## src/rtl/tbq_pkg.sv

```systemverilog
`default_nettype none

package tbq_pkg;

    // Widths and counts
    localparam int ADC_BITS    = 10;
    localparam int NUM_BUTTONS = 5;
    localparam int MAX_SLOTS   = 7;
    localparam int CFG_IDX_W   = 3;
    localparam int CFG_DATA_W  = 10;
    localparam int HALF_W      = 9;
    localparam int COUNT_W     = 4;
    localparam int VOL_W       = 7;
    localparam int BASS_W      = 4;
    localparam int HIT_W       = 3;
    // Signed width that holds a button centre plus or minus a half size
    localparam int COORD_W     = ADC_BITS + 3;

    // Button X centres; slots past the fifth sit at zero
    localparam int BTN_CX [MAX_SLOTS] = '{150, 300, 450, 610, 770, 0, 0};

    // Button codes
    localparam logic [HIT_W-1:0] BTN_SEL_VOLUME = 3'd0;
    localparam logic [HIT_W-1:0] BTN_SEL_BASS   = 3'd1;
    localparam logic [HIT_W-1:0] BTN_IDLE       = 3'd2;
    localparam logic [HIT_W-1:0] BTN_UP         = 3'd3;
    localparam logic [HIT_W-1:0] BTN_DOWN       = 3'd4;
    localparam logic [HIT_W-1:0] NO_BUTTON      = 3'd5;

    // Level limits and reset values
    localparam logic [VOL_W-1:0]  VOL_MAX    = 7'd64;
    localparam logic [VOL_W-1:0]  VOL_RESET  = 7'd32;
    localparam logic [BASS_W-1:0] BASS_MAX   = 4'h0F;
    localparam logic [BASS_W-1:0] BASS_RESET = 4'd5;

    // Configuration reset values
    localparam logic [ADC_BITS-1:0] X_PRESS_MIN_RESET = 10'd50;
    localparam logic [ADC_BITS-1:0] Y_PRESS_MIN_RESET = 10'd100;
    localparam logic [ADC_BITS-1:0] X_WINDOW_RESET    = 10'd30;
    localparam logic [ADC_BITS-1:0] Y_WINDOW_RESET    = 10'd20;
    localparam logic [COUNT_W-1:0]  CONFIRM_RESET     = 4'd3;
    localparam logic [HALF_W-1:0]   HALF_WIDTH_RESET  = 9'd50;
    localparam logic [HALF_W-1:0]   HALF_HEIGHT_RESET = 9'd30;
    localparam logic [ADC_BITS-1:0] ROW_Y_RESET       = 10'd720;

    typedef enum logic [1:0] {
        ITEM_SONG   = 2'd0,
        ITEM_VOLUME = 2'd1,
        ITEM_BASS   = 2'd2
    } item_t;

    typedef enum logic [CFG_IDX_W-1:0] {
        CFG_X_PRESS_MIN = 3'd0,
        CFG_Y_PRESS_MIN = 3'd1,
        CFG_X_WINDOW    = 3'd2,
        CFG_Y_WINDOW    = 3'd3,
        CFG_CONFIRM     = 3'd4,
        CFG_HALF_WIDTH  = 3'd5,
        CFG_HALF_HEIGHT = 3'd6,
        CFG_ROW_Y       = 3'd7
    } cfg_idx_t;

    typedef logic signed [COORD_W-1:0] coord_t;

    typedef struct packed {
        logic [ADC_BITS-1:0] x_press_min;
        logic [ADC_BITS-1:0] y_press_min;
        logic [ADC_BITS-1:0] x_window;
        logic [ADC_BITS-1:0] y_window;
        logic [COUNT_W-1:0]  confirm_count;
        logic [HALF_W-1:0]   button_half_width;
        logic [HALF_W-1:0]   button_half_height;
        logic [ADC_BITS-1:0] button_row_y;
    } cfg_t;

    typedef struct packed {
        logic [ADC_BITS-1:0] prev_x;
        logic [ADC_BITS-1:0] prev_y;
        logic [COUNT_W-1:0]  match_count;
        item_t               item_select;
        logic [VOL_W-1:0]    volume;
        logic [BASS_W-1:0]   bass;
    } state_t;

    typedef struct packed {
        logic                press_confirmed;
        logic [HIT_W-1:0]    button_hit;
        logic [1:0]          selected_item;
        logic [VOL_W-1:0]    volume_level;
        logic [BASS_W-1:0]   bass_level;
        logic                settings_changed;
        logic                skip_track;
    } result_t;

endpackage

`default_nettype wire

```

## src/rtl/tbq_channels.sv

```systemverilog
`default_nettype none

// Touch sample channel
interface tbq_sample_if;
    logic                         valid;
    logic                         ready;
    logic [tbq_pkg::ADC_BITS-1:0] touch_x;
    logic [tbq_pkg::ADC_BITS-1:0] touch_y;

    modport source (output valid, output touch_x, output touch_y, input ready);
    modport sink   (input valid, input touch_x, input touch_y, output ready);
endinterface

// Result channel
interface tbq_result_if;
    logic                           valid;
    logic                           ready;
    logic                           press_confirmed;
    logic [tbq_pkg::HIT_W-1:0]      button_hit;
    logic [1:0]                     selected_item;
    logic [tbq_pkg::VOL_W-1:0]      volume_level;
    logic [tbq_pkg::BASS_W-1:0]     bass_level;
    logic                           settings_changed;
    logic                           skip_track;

    modport source (output valid, output press_confirmed, output button_hit,
                    output selected_item, output volume_level, output bass_level,
                    output settings_changed, output skip_track, input ready);
    modport sink   (input valid, input press_confirmed, input button_hit,
                    input selected_item, input volume_level, input bass_level,
                    input settings_changed, input skip_track, output ready);
endinterface

// Configuration write channel
interface tbq_cfg_if;
    logic                           valid;
    logic                           ready;
    logic [tbq_pkg::CFG_IDX_W-1:0]  reg_index;
    logic [tbq_pkg::CFG_DATA_W-1:0] wdata;

    modport source (output valid, output reg_index, output wdata, input ready);
    modport sink   (input valid, input reg_index, input wdata, output ready);
endinterface

`default_nettype wire

```

## src/rtl/touch_button_qualifier_core.sv

```systemverilog
`default_nettype none

// Channel   Dir  Payload                                      Handshake
// sample    in   touch_x, touch_y                             valid/ready
// result    out  press_confirmed, button_hit, selected_item,  valid/ready
//                volume_level, bass_level, settings_changed,
//                skip_track
// cfg       in   reg_index, wdata                             valid/ready (always ready)
//
// One sample per clock while result is not stalled; each sample is registered
// in the input register, then in the result register. The rate is set by the
// single pass through qualify and hit-test logic between those two registers.
// A stalled result holds while the input register keeps taking one more sample.
// Reset restores the configuration defaults, volume 32, bass 5, song selected.
module touch_button_qualifier_core (
    input  wire logic clk,
    input  wire logic rst_n,
    tbq_sample_if.sink   sample,
    tbq_result_if.source result,
    tbq_cfg_if.sink      cfg
);
    import tbq_pkg::*;

    cfg_t    cfg_cur;
    state_t  state_reg;
    state_t  state_next;
    result_t step_result;
    result_t result_reg;
    logic [HIT_W-1:0] hit;

    logic                s1_valid_reg;
    logic [ADC_BITS-1:0] s1_x_reg;
    logic [ADC_BITS-1:0] s1_y_reg;
    logic                out_valid_reg;
    logic                advance;

    tbq_cfg_regs u_cfg (
        .clk     (clk),
        .rst_n   (rst_n),
        .cfg     (cfg),
        .cfg_out (cfg_cur)
    );

    tbq_hit_test u_hit (
        .x      (s1_x_reg),
        .y      (s1_y_reg),
        .cfg_in (cfg_cur),
        .hit    (hit)
    );

    tbq_step u_step (
        .x         (s1_x_reg),
        .y         (s1_y_reg),
        .cfg_in    (cfg_cur),
        .state_in  (state_reg),
        .hit       (hit),
        .state_out (state_next),
        .result    (step_result)
    );

    // Move the held sample into the result register when it is free
    assign advance      = s1_valid_reg && (!out_valid_reg || result.ready);
    assign sample.ready = !s1_valid_reg || advance;

    // Hold valid flags
    always_ff @(posedge clk or negedge rst_n)
    begin
        if (!rst_n)
        begin
            s1_valid_reg  <= 1'b0;
            out_valid_reg <= 1'b0;
        end
        else
        begin
            if (sample.ready)
                s1_valid_reg <= sample.valid;
            if (advance)
                out_valid_reg <= 1'b1;
            else if (result.ready)
                out_valid_reg <= 1'b0;
        end
    end

    // Capture the sample
    always_ff @(posedge clk)
    begin
        if (sample.valid && sample.ready)
        begin
            s1_x_reg <= sample.touch_x;
            s1_y_reg <= sample.touch_y;
        end
    end

    // Advance the qualifier state once per processed sample
    always_ff @(posedge clk or negedge rst_n)
    begin
        if (!rst_n)
        begin
            state_reg.prev_x      <= '0;
            state_reg.prev_y      <= '0;
            state_reg.match_count <= '0;
            state_reg.item_select <= ITEM_SONG;
            state_reg.volume      <= VOL_RESET;
            state_reg.bass        <= BASS_RESET;
        end
        else if (advance)
        begin
            state_reg <= state_next;
        end
    end

    // Register the result
    always_ff @(posedge clk)
    begin
        if (advance)
            result_reg <= step_result;
    end

    assign result.valid            = out_valid_reg;
    assign result.press_confirmed  = result_reg.press_confirmed;
    assign result.button_hit       = result_reg.button_hit;
    assign result.selected_item    = result_reg.selected_item;
    assign result.volume_level     = result_reg.volume_level;
    assign result.bass_level       = result_reg.bass_level;
    assign result.settings_changed = result_reg.settings_changed;
    assign result.skip_track       = result_reg.skip_track;

endmodule

`default_nettype wire

```

## src/rtl/tbq_cfg_regs.sv

```systemverilog
`default_nettype none

module tbq_cfg_regs (
    input  wire logic    clk,
    input  wire logic    rst_n,
    tbq_cfg_if.sink      cfg,
    output tbq_pkg::cfg_t cfg_out
);
    import tbq_pkg::*;

    cfg_t cfg_reg;

    // Take every write request at once
    assign cfg.ready = 1'b1;
    assign cfg_out   = cfg_reg;

    // Decode the index and update one field
    always_ff @(posedge clk or negedge rst_n)
    begin
        if (!rst_n)
        begin
            cfg_reg.x_press_min        <= X_PRESS_MIN_RESET;
            cfg_reg.y_press_min        <= Y_PRESS_MIN_RESET;
            cfg_reg.x_window           <= X_WINDOW_RESET;
            cfg_reg.y_window           <= Y_WINDOW_RESET;
            cfg_reg.confirm_count      <= CONFIRM_RESET;
            cfg_reg.button_half_width  <= HALF_WIDTH_RESET;
            cfg_reg.button_half_height <= HALF_HEIGHT_RESET;
            cfg_reg.button_row_y       <= ROW_Y_RESET;
        end
        else if (cfg.valid)
        begin
            unique case (cfg_idx_t'(cfg.reg_index))
                CFG_X_PRESS_MIN: cfg_reg.x_press_min   <= cfg.wdata;
                CFG_Y_PRESS_MIN: cfg_reg.y_press_min   <= cfg.wdata;
                CFG_X_WINDOW:    cfg_reg.x_window      <= cfg.wdata;
                CFG_Y_WINDOW:    cfg_reg.y_window      <= cfg.wdata;
                CFG_CONFIRM:     cfg_reg.confirm_count <= cfg.wdata[COUNT_W-1:0];
                CFG_HALF_WIDTH:  cfg_reg.button_half_width  <= cfg.wdata[HALF_W-1:0];
                CFG_HALF_HEIGHT: cfg_reg.button_half_height <= cfg.wdata[HALF_W-1:0];
                CFG_ROW_Y:       cfg_reg.button_row_y  <= cfg.wdata;
                default: ;
            endcase
        end
    end

endmodule

`default_nettype wire

```

## src/rtl/tbq_hit_test.sv

```systemverilog
`default_nettype none

module tbq_hit_test (
    input  wire logic [tbq_pkg::ADC_BITS-1:0] x,
    input  wire logic [tbq_pkg::ADC_BITS-1:0] y,
    input  wire tbq_pkg::cfg_t                cfg_in,
    output logic      [tbq_pkg::HIT_W-1:0]    hit
);
    import tbq_pkg::*;

    coord_t sx;
    coord_t sy;
    coord_t hw;
    coord_t hh;
    coord_t ry;
    logic   row_ok;
    logic [HIT_W-1:0] hit_raw;

    // Widen everything to signed coordinates
    assign sx = coord_t'({3'b000, x});
    assign sy = coord_t'({3'b000, y});
    assign hw = coord_t'({4'b0000, cfg_in.button_half_width});
    assign hh = coord_t'({4'b0000, cfg_in.button_half_height});
    assign ry = coord_t'({3'b000, cfg_in.button_row_y});

    assign row_ok = (sy > ry - hh) && (sy < ry + hh);

    // Scan the row; the highest matching button wins
    always_comb
    begin
        hit_raw = NO_BUTTON;
        for (int i = 0; i < NUM_BUTTONS; i++)
        begin
            if (row_ok && (sx > coord_t'(BTN_CX[i]) - hw) &&
                (sx < coord_t'(BTN_CX[i]) + hw))
            begin
                hit_raw = HIT_W'(i);
            end
        end
    end

    // Report slots past the last real button as no button
    assign hit = (hit_raw > BTN_DOWN) ? NO_BUTTON : hit_raw;

endmodule

`default_nettype wire

```

## src/rtl/tbq_step.sv

```systemverilog
`default_nettype none

module tbq_step (
    input  wire logic [tbq_pkg::ADC_BITS-1:0] x,
    input  wire logic [tbq_pkg::ADC_BITS-1:0] y,
    input  wire tbq_pkg::cfg_t                cfg_in,
    input  wire tbq_pkg::state_t              state_in,
    input  wire logic [tbq_pkg::HIT_W-1:0]    hit,
    output tbq_pkg::state_t                   state_out,
    output tbq_pkg::result_t                  result
);
    import tbq_pkg::*;

    logic                touched;
    logic [ADC_BITS-1:0] dx;
    logic [ADC_BITS-1:0] dy;
    logic                close;
    logic [COUNT_W-1:0]  count_inc;

    assign touched   = (x > cfg_in.x_press_min) && (y > cfg_in.y_press_min);
    assign dx        = (x > state_in.prev_x) ? x - state_in.prev_x : state_in.prev_x - x;
    assign dy        = (y > state_in.prev_y) ? y - state_in.prev_y : state_in.prev_y - y;
    assign close     = (dx < cfg_in.x_window) && (dy < cfg_in.y_window);
    assign count_inc = state_in.match_count + COUNT_W'(1);

    // Qualify the sample, then act on a confirmed press
    always_comb
    begin
        state_out                 = state_in;
        result.press_confirmed    = 1'b0;
        result.button_hit         = NO_BUTTON;
        result.settings_changed   = 1'b0;
        result.skip_track         = 1'b0;

        if (touched)
        begin
            state_out.prev_x = x;
            state_out.prev_y = y;
            if (!close)
            begin
                state_out.match_count = '0;
            end
            else if (count_inc < cfg_in.confirm_count)
            begin
                state_out.match_count = count_inc;
            end
            else
            begin
                state_out.match_count  = '0;
                result.press_confirmed = 1'b1;
                result.button_hit      = hit;
                case (hit)
                    BTN_SEL_VOLUME: state_out.item_select = ITEM_VOLUME;
                    BTN_SEL_BASS:   state_out.item_select = ITEM_BASS;
                    BTN_IDLE:       ;
                    BTN_UP:
                    begin
                        case (state_in.item_select)
                            ITEM_SONG: result.skip_track = 1'b1;
                            ITEM_VOLUME:
                            begin
                                if (state_in.volume != '0)
                                    state_out.volume = state_in.volume - VOL_W'(1);
                                result.settings_changed = 1'b1;
                            end
                            ITEM_BASS:
                            begin
                                if (state_in.bass < BASS_MAX)
                                    state_out.bass = state_in.bass + BASS_W'(1);
                                result.settings_changed = 1'b1;
                            end
                            default: ;
                        endcase
                    end
                    BTN_DOWN:
                    begin
                        case (state_in.item_select)
                            ITEM_VOLUME:
                            begin
                                if (state_in.volume < VOL_MAX)
                                    state_out.volume = state_in.volume + VOL_W'(1);
                            end
                            ITEM_BASS:
                            begin
                                if (state_in.bass != '0)
                                    state_out.bass = state_in.bass - BASS_W'(1);
                            end
                            default: ;
                        endcase
                        result.settings_changed = 1'b1;
                    end
                    default: state_out.item_select = ITEM_SONG;
                endcase
            end
        end

        result.selected_item = state_out.item_select;
        result.volume_level  = state_out.volume;
        result.bass_level    = state_out.bass;
    end

endmodule

`default_nettype wire
```

## src/flat_wrapper.sv

```systemverilog
// flat-port wrapper written by rule: the top's interface ports become plain ports
module touch_button_qualifier_core_flat import tbq_pkg::*;
  (clk, rst_n, sample_valid, sample_touch_x, sample_touch_y, sample_ready, result_valid, result_press_confirmed, result_button_hit, result_selected_item, result_volume_level, result_bass_level, result_settings_changed, result_skip_track, result_ready, cfg_valid, cfg_reg_index, cfg_wdata, cfg_ready);
  tbq_sample_if sample_i ();
  tbq_result_if result_i ();
  tbq_cfg_if cfg_i ();
  input  wire logic clk;
  input  wire logic rst_n;
  input wire logic [$bits(sample_i.valid)-1:0] sample_valid;
  input wire logic [$bits(sample_i.touch_x)-1:0] sample_touch_x;
  input wire logic [$bits(sample_i.touch_y)-1:0] sample_touch_y;
  output wire logic [$bits(sample_i.ready)-1:0] sample_ready;
  output wire logic [$bits(result_i.valid)-1:0] result_valid;
  output wire logic [$bits(result_i.press_confirmed)-1:0] result_press_confirmed;
  output wire logic [$bits(result_i.button_hit)-1:0] result_button_hit;
  output wire logic [$bits(result_i.selected_item)-1:0] result_selected_item;
  output wire logic [$bits(result_i.volume_level)-1:0] result_volume_level;
  output wire logic [$bits(result_i.bass_level)-1:0] result_bass_level;
  output wire logic [$bits(result_i.settings_changed)-1:0] result_settings_changed;
  output wire logic [$bits(result_i.skip_track)-1:0] result_skip_track;
  input wire logic [$bits(result_i.ready)-1:0] result_ready;
  input wire logic [$bits(cfg_i.valid)-1:0] cfg_valid;
  input wire logic [$bits(cfg_i.reg_index)-1:0] cfg_reg_index;
  input wire logic [$bits(cfg_i.wdata)-1:0] cfg_wdata;
  output wire logic [$bits(cfg_i.ready)-1:0] cfg_ready;
  assign sample_i.valid = sample_valid;
  assign sample_i.touch_x = sample_touch_x;
  assign sample_i.touch_y = sample_touch_y;
  assign sample_ready = sample_i.ready;
  assign result_valid = result_i.valid;
  assign result_press_confirmed = result_i.press_confirmed;
  assign result_button_hit = result_i.button_hit;
  assign result_selected_item = result_i.selected_item;
  assign result_volume_level = result_i.volume_level;
  assign result_bass_level = result_i.bass_level;
  assign result_settings_changed = result_i.settings_changed;
  assign result_skip_track = result_i.skip_track;
  assign result_i.ready = result_ready;
  assign cfg_i.valid = cfg_valid;
  assign cfg_i.reg_index = cfg_reg_index;
  assign cfg_i.wdata = cfg_wdata;
  assign cfg_ready = cfg_i.ready;
  touch_button_qualifier_core u_core (.clk(clk), .rst_n(rst_n), .sample(sample_i), .result(result_i), .cfg(cfg_i));
endmodule
```

## config.mk

```make
export PLATFORM = sky130hd
export DESIGN_NAME = touch_button_qualifier_core_flat
export DESIGN_NICKNAME = d
export VERILOG_FILES = /design/src/rtl/tbq_pkg.sv /design/src/rtl/tbq_channels.sv /design/src/rtl/touch_button_qualifier_core.sv /design/src/rtl/tbq_cfg_regs.sv /design/src/rtl/tbq_hit_test.sv /design/src/rtl/tbq_step.sv /design/src/flat_wrapper.sv
export SDC_FILE = /design/constraint.sdc
export NUM_CORES = 1
export LEC_CHECK = 0
export ABC_AREA = 0
export BUFFER_PORTS_ARGS = -buffer_cell sky130_fd_sc_hd__buf_2
export CAP_MARGIN = 10
export CORE_MARGIN = 10
export CORE_UTILIZATION = 63
export CTS_CLUSTER_SIZE = 28
export DETAILED_ROUTE_END_ITERATION = 16
export PLACE_DENSITY = 0.81
export SLEW_MARGIN = 20
export SYNTH_ARGS = -nofsm -noshare
export SYNTH_HDL_FRONTEND = slang
export SYNTH_HIERARCHICAL = 1
export SYNTH_SLANG_ARGS = --single-unit
```

## constraint.sdc

```tcl
create_clock -name clk -period 6.4 [get_ports clk]
set_clock_uncertainty 0.1 [all_clocks]
set_input_delay 0.96 -clock clk [delete_from_list [all_inputs] [get_ports clk]]
set_output_delay 0.96 -clock clk [all_outputs]
set_load 0.05 [all_outputs]
```

==> results.cfg <==
[outcome]
status = completed

[yosys]
ys_warn_count = 6
synth_commonest_cells = 213 x ha_1, 141 x inv_1, 89 x a21oi_1, 89 x nand2_1, 83 x dfrtp_1
synth-edff-count = 39
muxShareOfSynthArea_pct = 12.02
synth_area_um2 = 13580
synthXorXnorAreaFrac_pct = 5.031
synth_top_area_cell = ha_1
async_reset_ff_share_pct = 74.00
avgSynthCellArea_um2 = 9.693
synth_area_leaders = ha_1 20%, dfrtp_1 15%, edfxtp_1 8.6%
synth_top_family_by_area = adder cells
synth_top_area_share_pct = 19.63
synth_nets = 1658
synth_seq_area_share_pct = 29.34
synthAdderAreaFrac_pct = 20.51
netlist_instances = 1401
synth.most_common_cell = ha_1
ys.flop_type = dfrtp_1
ys_types = 91
ys_seq_elements = 150
synth_compound_area_share_pct = 13.98
synth_simple_gate_area_share_pct = 12.55

[global_routing]
antenna_found_initial = 0
grt_max_degree = 74
grt_pass1_wl_mm = 52.67
grt_overflow = 0
grt_usage_pct = 22.70
first_global_vias = 10490

[cts]
clk_path_buf_depth = 2
root_buffer = clkbuf_16
cts_max_level = 4
clock_sinks = 150
clk_pin_slew_worst_paths_ns = 0.07
cts_buffers = 17
cts_tree = done
holdBufCountCts = 0
worstSkewPairLatency_ns = 0.43

[worst_setup_path]
cp.arrival_ns = 6.06
r2r_setup_slack_ns = 0.56
rr_endpoint = u_core/state_reg[7]
crit_fanout = 10
worstSetupPathType = reg -> reg
worstPathRequired_ns = 6.62
rr_startpoint = u_core/u_cfg/cfg_out[11]
crit_start = u_core/u_cfg/cfg_out[11]
rr_worst_depth = 24
start_kind = flop
worst_setup_path_end_kind = flop

[layout]
area_growth_syn_to_layout_pct = 7.160
antenna-diode-count = 0
largest_reg_flops = 72
final_layout_size_suffix_gt1_share_pct = 19.50
final_util_pct = 69.00
fin_nets = 1695

[power]
pwr_density_cell_nw_per_um2 = 395.9
peakVddDrop_mv = 0.2160
power.total_mw = 5.762
power_leakage_nw = 6.855

[place]
place_hpwl_mm = 23.21
gp_congestion = 0.9292
port_buffers = 58
place_ws_ns = 0.6082

[drt]
wl_per_cell_um = 18.50
wl_mm = 31.93
drt_pass1_iterations = 5
vias = 10440
antenna_left = 0
drtIter0Drc = 703
drcViolationCount = 0
viasPerCell = 6.049

[die]
start_util_pct = 64.39
design.core.area_um2 = 21090
die_w_um = 166.8
num_rows = 53
io_pins = 60
die_h_um = 166.8
die-area_um2 = 27830

[sta]
slew_violations = 0
setup_viol = 0
worst_slack_ns = 0.5646
period_share_pct = 91.18
rsz0062_at_grt = false
max_freq_mhz = 171.4
hold_viol = 0
tightest_slew_ns = 1.032
setup_tns_ns = 0
relSlewSlack_pct = 31.18
period_needed_ns = 5.835

[hold_path]
hold_path_class = in -> async

[job]
drv_cap = 0
==> cells by family (layout without fill, tap and decap cells) <==
kind of cell / Yosys count / after routing
flip-flops: 150 / 150
AND/OR/NAND/NOR: 320 / 320
AO/OA/AOI/OAI: 299 / 299
XOR/XNOR: 78 / 78
buffers and inverters: 200 / 250
multiplexers: 134 / 134
other: 1 / 1
adder cells (fa/ha/maj): 219 / 219
==> per-stage QoR <==
| step | area (um2) | hold WS (ns) | cells |
|---|---|---|---|
| after floorplan | 13580 | 0.3772 | 1401 |
| after global placement | 13980 | 0.3890 | 1694 |
| after detailed placement | 13980 | 0.3936 | 1694 |
| after CTS | 14550 | 0.3926 | 1726 |
| after global routing | 14550 | 0.4173 | 1726 |
| final | 14550 | 0.3961 | 1726 |
==> cells in the final DEF (no fill, tap or decap), types with 5 or more instances in the layout <==
| cell type | n |
|---|---|
| fa_1 | 6 |
| nand4_1 | 15 |
| a211oi_1 | 6 |
| buf_4 | 16 |
| a31oi_1 | 12 |
| o21bai_1 | 11 |
| nor2b_1 | 12 |
| nand2_1 | 89 |
| nand2b_1 | 24 |
| dfstp_2 | 28 |
| a21o_1 | 20 |
| dfrtp_1 | 83 |
| a21boi_0 | 5 |
| xor2_1 | 27 |
| and3_1 | 5 |
| mux2_4 | 39 |
| inv_1 | 141 |
| a21oi_1 | 89 |
| nand3b_1 | 5 |
| mux2i_1 | 19 |
| ha_1 | 213 |
| xnor2_1 | 51 |
| nor3_1 | 21 |
| and2_1 | 11 |
| or3_1 | 9 |
| clkbuf_16 | 17 |
| o21ai_1 | 6 |
| o211ai_1 | 10 |
| edfxtp_1 | 39 |
| nand3_1 | 21 |
| or2_2 | 5 |
| buf_2 | 57 |
| o31ai_1 | 7 |
| o21ai_0 | 80 |
| mux2_2 | 76 |
| nor2_1 | 68 |
==> where the power goes <==
group	total [mW]	switching (mW)	internal [mW]
Sequential	1.42	0.215	1.21
Clock	0.982	0.428	0.553
Combinational	3.36	1.86	1.50
Total	5.76	2.50	3.26
==> what timing repair did <==
action,CTS,global route
buffers inserted,0,0
resized for setup,0,1
endpoints found under the setup margin,0,1
==> final cells by class <==
cell class	count	area (um2)
clock buffer	20	446.7
clock inverter	12	117.6
fill	1605	6536
inverter	145	544.3
multi-input combinational	1051	8710
sequential	150	3984
tap	275	344.1
timing repair buffer	73	405.4
==> routing by layer <==
| metal | vias up | wire length, um | global-route usage (%) | part of all wire (%) |
|---|---|---|---|---|
| met5 | - | 0 | 0 | 0 |
| met4 | 0 | 740 | 8.477 | 2.3 |
| met3 | 46 | 1543 | 4.072 | 4.8 |
| met2 | 337 | 15170 | 37.70 | 47 |
| met1 | 5017 | 14480 | 28.85 | 45 |
| li1 | 5041 | - | - | - |
==> how the worst max path moves through the flow <==
stage / endpoint / slack (ns) / cells after the start
finish: u_core/state_reg[7] / 0.56 / 24
global route: u_core/state_reg[7] / 0.15 / 24
CTS: u_core/state_reg[7] / 0.51 / 24
detailed placement: u_core/state_reg[1] / 0.61 / 24
global placement: u_core/state_reg[7] / 0.72 / 24
floorplan: u_core/state_reg[1] / 1.20 / 26
==> worst max-delay path, cell delays in order, from the launching register on <==
cell and delay (ns):
dfstp_2 0.56, inv_1 0.08, ha_1 0.28, nor2b_1 0.13, o21ai_1 0.18, a21oi_1 0.12, o21ai_1 0.12, nand2b_1 0.12
a31o_2 0.30, a311o_1 0.32, ha_1 0.31, and4_1 0.18, nand4_1 0.13, nand3_1 0.15, o21ai_1 0.08, and4_1 0.20
o22ai_1 0.39, nand2b_1 0.19, nor2_1 0.11, nor2_1 0.18, and2_1 0.40, nor2_1 0.15, a2111oi_0 0.44, mux2i_1 0.19
mux2_2 0.29
Power figures use the tool's default switching activity.
